## src/rtl/mccr_ram.sv

```systemverilog
// Generic single-port RAM with registered read.
module mccr_ram #(
  parameter int unsigned Width = 8,
  parameter int unsigned Depth = 16,
  localparam int unsigned AddrW = (Depth > 1) ? $clog2(Depth) : 1
) (
  input  logic             clk_i,
  input  logic             we_i,
  input  logic [AddrW-1:0] addr_i,
  input  logic [Width-1:0] wdata_i,
  output logic [Width-1:0] rdata_o
);

  logic [Width-1:0] mem_q [Depth];

  always_ff @(posedge clk_i) begin
    if (we_i) begin
      mem_q[addr_i] <= wdata_i;
    end
    rdata_o <= mem_q[addr_i];
  end

endmodule

```

## config.mk

```make
export PLATFORM = sky130hd
export DESIGN_NAME = mccr_ram
export DESIGN_NICKNAME = d
export VERILOG_FILES = /design/src/rtl/mccr_ram.sv
export SDC_FILE = /design/constraint.sdc
export NUM_CORES = 1
export LEC_CHECK = 0
export ABC_CLOCK_PERIOD_IN_PS = 2600
export BUFFER_PORTS_ARGS = -buffer_cell sky130_fd_sc_hd__buf_2
export CORE_ASPECT_RATIO = 0.75
export CORE_MARGIN = 4
export CORE_UTILIZATION = 40
export CTS_CLUSTER_DIAMETER = 100
export DETAILED_ROUTE_END_ITERATION = 10
export GPL_TIMING_DRIVEN = 0
export PLACE_DENSITY = 0.65
export SLEW_MARGIN = 10
export SYNTH_ARGS = -nofsm -noshare
export SYNTH_HDL_FRONTEND = slang
export SYNTH_SLANG_ARGS = --single-unit
export TNS_END_PERCENT = 5
```

## constraint.sdc

```tcl
create_clock -name clk_i -period 2.6 [get_ports clk_i]
set_input_delay 0.52 -clock clk_i [delete_from_list [all_inputs] [get_ports clk_i]]
set_output_delay 0.52 -clock clk_i [all_outputs]
set_load 0.03 [all_outputs]
```

==> summary.md <==
| Metric | Value |
|---|---|
| Status | completed |
| Largest net degree at the start of global routing | 17 |
| Initial antenna violation count | 0 |
| Core area | 0.0123 mm2 |
| Min-delay src | wdata_i[6] |
| Reg2Reg Launch Point | mem_q[10][5] |
| Synth Register Bits | 136 |
| Met1 Resource Use GR | 0.221 |
| Max cap viols | 0 |
| Final-report setup violation count | 0 |
| Final count of hold timing violations | 0 |
| Register clock-pin slew on the reported worst setup and hold paths | ~0.06 ns |
| Family with the most delay on the worst path | simple AND/OR/NAND/NOR gates |
| GR Util All Layers | 0.152 |
| Share of the synthesized area in the top cell type | 0.759 |
| Crit path launch type | input pin |
| TritonCTS Buffers | 17 |
| Tcrit/Tclk final | 0.827 |
| Hold Path Class | input pin to register |
| Met3 usage | 0.0406 |
| LEAKAGE | just under 2 nW |
| CP arrival | 2.19 ns |
| CP Data Required Time | 2.64 ns |
| WS Path Type | input pin to register |
| Layout cells sized above 1 | 0.302 |
| Slew @ Worst Pin | 1.16 ns |
| Post-Synthesis Cell Area | 0.00507 mm2 |
| Cells after DPL | 415 |
| Crit path largest cell delay | 0.65 ns |
| CTS Root Cell | clkbuf_16 |
| Post-route insts no fill | between 400 and 500 |
| Register area share after synthesis | 0.790 |
| VDD IR max | roughly 460 uV |
| Most area-consuming cells after synthesis | edfxtp_1 (76%), mux4_2 (14%), dfxtp_1 (3.2%) |
| Clock sink count | 136 |
| Chip height | 105 um |
| Nets | 282 |
| DRC | 0 |
| Syn avg cell area | approximately 22 um2 |
| CTS tree | yes |
| Clk_skew | 0.00499 ns |
| Post-Syn Nets | ~240 |
| Fin crit period | roughly 2.2 ns |
| Clk buf depth | 2 |
| Grt peak-use layer | met1 |
| IO Pins | 22 |
| Aggregate global routing overflow | 0 |
| Final setup TNS | 0 ns |
| Setup Buffers After CTS | 0 |
| F_max | 0.465 GHz |
| Final WL | approximately 10 mm |
| First-pass GRT wire length | 15.3 mm |
| DRT antenna net count | 0 |
| Vias | 2392 |
| Pre-Repair DR Iteration Count | 4 |
| Buffers & Inverters on Critical Path | 2 |
| # port buffers | 19 |
| Slowest CP cell | nor2_1 |
| Synth Instances | 230 |
| H-tree Lvls | 4 |
| Crit path max fanout | 10 |
| Initial core utilization | 0.410 |
| CP Cell Sequence | buf_2 > buf_1 > nand2b_1 > nor2_1 |
| Register area | 0.00400 mm2 |
| Hold WS | 0.505 ns |
| CTS resizes | 0 |
| Clock Latency Late Sink | just over 0.4 ns |
| Worst setup EP type | register |
| RSZ-0062 raised after global routing | no |
| Die W | 138 um |
| Ys Warns | 0 |
| Gpl congestion | 0.748 |
| Multi-input logic area | 0.00102 mm2 |
| # fillers | 1034 |
| CTS Hold Buffers Added | 0 |
| Yosys cell types | 18 |
| Vias per cell | 5.35 |
| Relative slew slack | 0.221 |
| Ant diodes | 0 |
| DRT iter0 DRCs | approximately 260 |
| Vias in the first global route | 2461 |
| Finished Core Util | 0.482 |
| Global-route met2 utilization | 0.214 |
| Die footprint | 0.0146 mm2 |
| Synth-to-layout area growth | 17.5% |
| Rows | 35 |
| Cell taking the most area after synthesis | edfxtp_1 |
| Drt wl/cell | 22.4 um |
| Final HPWL from detailed placement | between 6 and 7 mm |
| CP Launch Point | addr_i[1] |
| Max-slew violations | 0 |
| Pwr Density | 849 mW/mm2 |
path summary, 6_finish.rpt:
check,to,slack (ns),cells after the start
setup / recovery,mem_q[10][0],0.45,4
hold / removal,mem_q[14][6],0.51,1
setup reg to reg,rdata_o[5],1.22,3
hold reg to reg,rdata_o[3],0.70,3
registers in the layout (all words and copies together), names as in the netlist:
| signal | cells |
|---|---|
| rdata_o | 8 |
| mem_q | 128 |
power breakdown:
part	total, W	internal, W	switching, W	leakage [nW]
registers	0.00246	0.00245	0.0000115	1.22
logic	0.000260	0.0000932	0.000167	0.421
clock network	0.00233	0.00148	0.000848	0.277
metal layers:
metal,up-vias,part of all wire
met1,1273,0.46
met5,-,0
li1,1040,-
met3,17,0.056
met4,0,0.016
met2,62,0.47
cell usage after synthesis (all sizes together):
cell type,count
nor3,4
nor2b,2
nand3b,2
nand2b,2
buf,8
clkbuf,3
a22oi,16
and2,1
mux4,32
nand2,9
nor2,13
dfxtp,8
or3b,1
edfxtp,128
nand3,1
worst register-to-register path: cells and delay by family, from the launching register on:
family | cells | cell delay, ns
flip-flops | 1 | 0.36
AO/OA/AOI/OAI | 1 | 0.27
AND/OR/NAND/NOR | 1 | 0.12
multiplexers | 1 | 0.50
metrics by stage:
| step | power (W) | setup slack [ns] | cell area (um2) |
|---|---|---|---|
| after floorplan | 0.00266 | 0.587 | 5070 |
| after global placement | 0.00276 | -0.0351 | 5370 |
| after detailed placement | 0.00277 | -0.0226 | 5380 |
| after CTS | 0.00509 | 0.431 | 5950 |
| after global routing | 0.00520 | 0.325 | 5950 |
| final | 0.00506 | 0.449 | 5950 |
area by class of cell:
class,instances,area share
sequential,136,0.672
buffer,11,0.0101
clock buffer,20,0.0733
timing repair buffer,19,0.0160
clock inverter,12,0.0223
tap,166,0.0349
multi-input combinational,83,0.171
cells in the final DEF, fill, tap and decap left out:
cell and instances:
nor3_1 1, and2_1 1, clkinv_2 4, nor2_1 13, nand3_1 1, mux4_2 32
clkbuf_1 5, buf_2 21, or3b_2 1, dfxtp_1 8, edfxtp_1 128, nand2_1 9
clkbuf_2 1, nand3b_1 2, a22oi_1 16, nor3_2 3, clkbuf_16 17, clkinv_1 4
clkinvlp_4 1, buf_6 2, buf_1 4, bufinv_16 3, nand2b_1 2, nor2b_1 2
logic make-up after synthesis:
group / after synthesis / synth area share
buf+inv: 11 / 0.0119
mux: 32 / 0.142
flops: 136 / 0.790
compound gates: 16 / 0.0237
simple gates: 35 / 0.0321
(Power assumes the default switching activity.)
