## config.mk

```make
export PLATFORM = sky130hd
export DESIGN_NAME = mccr_div
export DESIGN_NICKNAME = d
export VERILOG_FILES = /design/src/rtl/mccr_pkg.sv /design/src/rtl/mccr_div.sv
export SDC_FILE = /design/constraint.sdc
export NUM_CORES = 1
export LEC_CHECK = 0
export BUFFER_PORTS_ARGS = -buffer_cell sky130_fd_sc_hd__buf_2
export CORE_MARGIN = 2
export CORE_UTILIZATION = 52
export CTS_BUF_LIST = sky130_fd_sc_hd__clkbuf_8 sky130_fd_sc_hd__clkbuf_16
export DETAILED_ROUTE_END_ITERATION = 8
export GPL_TIMING_DRIVEN = 0
export PLACE_DENSITY = 0.8
export SLEW_MARGIN = 20
export SYNTH_ARGS = -nofsm -noshare
export SYNTH_HDL_FRONTEND = slang
export SYNTH_SLANG_ARGS = --single-unit
```

## constraint.sdc

```tcl
create_clock -name clk_i -period 2.98 [get_ports clk_i]
set_clock_uncertainty 0.15 [all_clocks]
set_input_delay 0.149 -clock clk_i [delete_from_list [all_inputs] [get_ports clk_i]]
set_output_delay 0.149 -clock clk_i [all_outputs]
set_load 0.01 [all_outputs]
```

## src/rtl/mccr_pkg.sv

```systemverilog
// Shared types and constants of the mapping cache.
package mccr_pkg;

  localparam int unsigned CapacityDefault = 1024;
  localparam int unsigned TagBitsDefault  = 48;

  localparam int unsigned PageW  = 48;
  localparam int unsigned CfgW   = 13;
  localparam int unsigned CfgIdxW = 2;
  localparam int unsigned CntW   = 32;

  localparam logic [CfgIdxW-1:0] RegPagesPerTp = 2'd0;
  localparam logic [CfgIdxW-1:0] RegTotalLuns  = 2'd1;
  localparam logic [CfgIdxW-1:0] RegLunsPerCh  = 2'd2;
  localparam logic [CfgIdxW-1:0] RegSlotsInUse = 2'd3;

  typedef enum logic [3:0] {
    StIdle,
    StDivTp,
    StDivHome,
    StDivCh,
    StSearch,
    StSearchWait,
    StSweep,
    StSweepWait,
    StDone,
    StClear
  } state_e;

  // Start request and result handed to the shared divider.
  typedef struct packed {
    logic              start;
    logic [PageW-1:0]  dividend;
    logic [CfgW-1:0]   divisor;
  } div_req_t;

  typedef struct packed {
    logic              done;
    logic [PageW-1:0]  quotient;
    logic [CfgW-1:0]   remainder;
  } div_rsp_t;

endpackage

```

## src/rtl/mccr_div.sv

```systemverilog
// Restoring radix-2 divider, one quotient bit per cycle.
module mccr_div (
  input  logic               clk_i,
  input  logic               rst_ni,
  input  mccr_pkg::div_req_t req_i,
  output mccr_pkg::div_rsp_t rsp_o
);

  localparam int unsigned BitW = $clog2(mccr_pkg::PageW + 1);

  logic [mccr_pkg::PageW-1:0] quot_q, quot_d;
  logic [mccr_pkg::CfgW:0]    rem_q, rem_d;
  logic [mccr_pkg::CfgW-1:0]  dvs_q, dvs_d;
  logic [BitW-1:0]            cnt_q, cnt_d;
  logic                       busy_q, busy_d;
  logic                       done_q, done_d;
  logic [mccr_pkg::CfgW:0]    trial;

  always_comb begin
    quot_d = quot_q;
    rem_d  = rem_q;
    dvs_d  = dvs_q;
    cnt_d  = cnt_q;
    busy_d = busy_q;
    done_d = 1'b0;
    trial  = {rem_q[mccr_pkg::CfgW-1:0], quot_q[mccr_pkg::PageW-1]};
    if (req_i.start) begin
      quot_d = req_i.dividend;
      rem_d  = '0;
      dvs_d  = (req_i.divisor == '0) ? mccr_pkg::CfgW'(1) : req_i.divisor;
      cnt_d  = BitW'(mccr_pkg::PageW);
      busy_d = 1'b1;
    end else if (busy_q) begin
      if (trial >= {1'b0, dvs_q}) begin
        rem_d  = trial - {1'b0, dvs_q};
        quot_d = {quot_q[mccr_pkg::PageW-2:0], 1'b1};
      end else begin
        rem_d  = trial;
        quot_d = {quot_q[mccr_pkg::PageW-2:0], 1'b0};
      end
      cnt_d = cnt_q - 1'b1;
      if (cnt_q == BitW'(1)) begin
        busy_d = 1'b0;
        done_d = 1'b1;
      end
    end
  end

  always_ff @(posedge clk_i or negedge rst_ni) begin
    if (!rst_ni) begin
      busy_q <= 1'b0;
      done_q <= 1'b0;
      cnt_q  <= '0;
    end else begin
      busy_q <= busy_d;
      done_q <= done_d;
      cnt_q  <= cnt_d;
    end
  end

  always_ff @(posedge clk_i) begin
    quot_q <= quot_d;
    rem_q  <= rem_d;
    dvs_q  <= dvs_d;
  end

  assign rsp_o.done      = done_q;
  assign rsp_o.quotient  = quot_q;
  assign rsp_o.remainder = rem_q[mccr_pkg::CfgW-1:0];

endmodule

```

==> reports/metrics.csv <==
metric,value,unit
ant_nets,0,
vias,3688,
crit_type,register to register,
fmax,357,MHz
arrival,2.89,ns
dp_slack,0.104,ns
maxCapViolCount,0,
die_x,94.1,um
switching_share,0.372,
final_util,0.746,
ys.warnings.count,0,
crit_path_start_kind,register,
diodes,0,
die-area,8850,um2
wire_per_inst,18.0,um
power_density,680,nW/um2
synth_area_leaders,"edfxtp_1 (43%), mux2_2 (13%), dfxtp_1 (6.2%)",
cts_tree,yes,
clock_latency,0.35,ns
yosysMostFrequentCell,edfxtp_1,
status,finished clean,
num_rows,32,
slew_violations,0,
worst_slack,0.182,ns
htreeDepth,3,
hold_violations,0,
power_frac_comb,0.404,
clock_path_buffers,2,
start_util,0.541,
drive_above_1_share,0.386,
grt_usage,0.270,
die_h,94.1,um
synth_cells,345,
syn-mean-instance-area,12.2,um2
min_period_over_period,0.939,
setup_viol,0,
drc,0,
synth_top_area_share,0.434,
port_buffers,125,
drt-initial-drc-count,208,
io_pins,126,
place_hpwl,7.21,mm
grt_overflow,0,
viasPerCell,5.64,
fp.coreArea,7810,um2
synth.largest_area_cell,edfxtp_1,
ys.flop_type,edfxtp_1,
finalNetCount,627,
first_pass_iters,5,
hp-class,primary input to asynchronous set/reset pin,
synth_area,4220,um2
p_seq_frac,0.403,
cts.sinks,82,
cts_root_buf,clkbuf_8,
ys_seq_elements,82,
ff2ff_setup_slack,0.18,ns
synth_edf_count,61,
rsz0062_at_grt,false,
cp.required,3.07,ns
synthToLayoutAreaGrowth,38.0,%
clk_pin_slew,0.09,ns
synth_cell_type_count,54,
antenna_found_initial,0,
grt_max_degree,38,
wirelength,11.8,mm
grt_pass1_vias,3664,
worst_r2r_endpoint,rem_q[3]$_SDFFE_PP0P_,
switchingPower,1.47,mW
numCtsBuffers,9,
ys_seq_area_frac,0.543,
cp_max_fo,10,
relSlewSlack,0.578,
worst_hold_slack,0.0128,ns
power,3.96,mW
worstMarginPinSlew,0.633,ns
ff2ff_path_depth,11,
p_leak,2.54,nW
endpoint_kind,register,
yosys-top-cells-count,"edfxtp_1 (61), mux2_2 (48), clkbuf_1 (26)",
p_clk_frac,0.193,
internal-power,2.49,mW
max-vdd-ir-drop,0.358,mV
gp_congestion,0.919,
synthesis.nets,425,
r2r-start,quot_q[47]$_DFFE_PP_,
async_reset_ff_frac,0.0976,
grt_pass1_wl,17.9,mm
min_period,2.80,ns
[how the worst max path moves through the flow]
stage	to	slack, ns	startpoint	depth (start not counted)
3_5_place_dp	rem_q[8]$_SDFFE_PP0P_	0.10	quot_q[47]$_DFFE_PP_	11
5_1_grt	rem_q[2]$_SDFFE_PP0P_	0.004	quot_q[47]$_DFFE_PP_	12
4_1_cts	rem_q[8]$_SDFFE_PP0P_	0.03	quot_q[47]$_DFFE_PP_	11
2_1_floorplan	quot_q[0]$_DFFE_PP_	0.39	quot_q[47]$_DFFE_PP_	10
6_report	rem_q[3]$_SDFFE_PP0P_	0.18	quot_q[47]$_DFFE_PP_	11
3_3_place_gp	quot_q[4]$_DFFE_PP_	-0.41	req_i[61]	5
[cell usage in the layout (no fill, tap or decap), types with 4 or more instances in the layout]
cell,instances
buf_4,6
xnor2_1,8
inv_1,20
a311oi_2,5
nor3_1,5
a21oi_1,9
o21ai_1,9
dfrtp_1,8
nand3_1,14
edfxtp_1,61
nand2_1,9
buf_2,127
xor2_1,5
clkbuf_1,26
dfxtp_1,13
nor2_1,22
mux2_2,48
dlygate4sd3_1,62
clkbuf_8,9
nor4_1,4
ha_1,15
a21o_1,5
clkinvlp_4,4
a311oi_1,7
[worst max-delay path, stage by stage, from the launching register on]
cell and delay (ns):
edfxtp_1 0.39, inv_1 0.09, ha_1 0.16, inv_1 0.05, fa_1 0.42, a211oi_2 0.29, o21ai_2 0.13, a21oi_2 0.20
a21o_1 0.20, buf_4 0.20, nand3_1 0.09, a311oi_1 0.32
[cells by family after synthesis]
| family | share of synthesized area |
|---|---|
| adder cells (fa/ha/maj) | 0.0492 |
| XOR/XNOR | 0.0270 |
| multiplexers | 0.133 |
| AND/OR/NAND/NOR | 0.0907 |
| flip-flops | 0.543 |
| buffers and inverters | 0.0486 |
| AO/OA/AOI/OAI | 0.109 |
[state kept, by name, summed over array words and instances, names as in the netlist]
signal	cells
done_q	1
rem_q	13
cnt_q	6
quot_q	48
busy_q	1
dvs_q	13
[per-stage QoR]
stage	cells	setup TNS (ns)	instance area, um2
after global routing	654	0	5820
after detailed placement	573	0	4990
after CTS	651	0	5790
after global placement	572	-19.48	4970
final	654	0	5820
after floorplan	345	0	4220
[area by class of cell]
class | count | area [um2]
timing repair buffer | 191 | 1290
fill | 503 | 1980
inverter | 20 | 75.1
sequential | 82 | 2290
buffer | 31 | 130
multi-input combinational | 212 | 1730
clock inverter | 7 | 53.8
clock buffer | 9 | 124
tap | 102 | 128
[power groups by stage]
| stage | Sequential, mW | Combinational (mW) | Clock, mW |
|---|---|---|---|
| 2_1_floorplan | 1.65 | 0.962 | 0 |
| 3_3_place_gp | 1.60 | 1.39 | 0 |
| 3_5_place_dp | 1.61 | 1.45 | 0 |
| 4_1_cts | 1.59 | 1.52 | 0.751 |
| 5_1_grt | 1.62 | 1.72 | 0.812 |
| 6_report | 1.60 | 1.60 | 0.763 |
[layer usage]
| layer | vias up | track usage | wire (um) | part of all wire |
|---|---|---|---|---|
| li1 | 1691 | - | - | - |
| met1 | 1755 | 0.312 | 4530 | 0.38 |
| met2 | 203 | 0.471 | 6020 | 0.51 |
| met3 | 39 | 0.0754 | 844 | 0.072 |
| met4 | 0 | 0.109 | 391 | 0.033 |
| met5 | - | 0 | 0 | 0 |
[what timing repair did]
action	CTS	global route
hold endpoints to repair	69	0
hold buffers	62	0
buffers inserted	0	3
gates resized for setup	0	2
endpoints found under the setup margin	0	13
(Power assumes the default switching activity.)
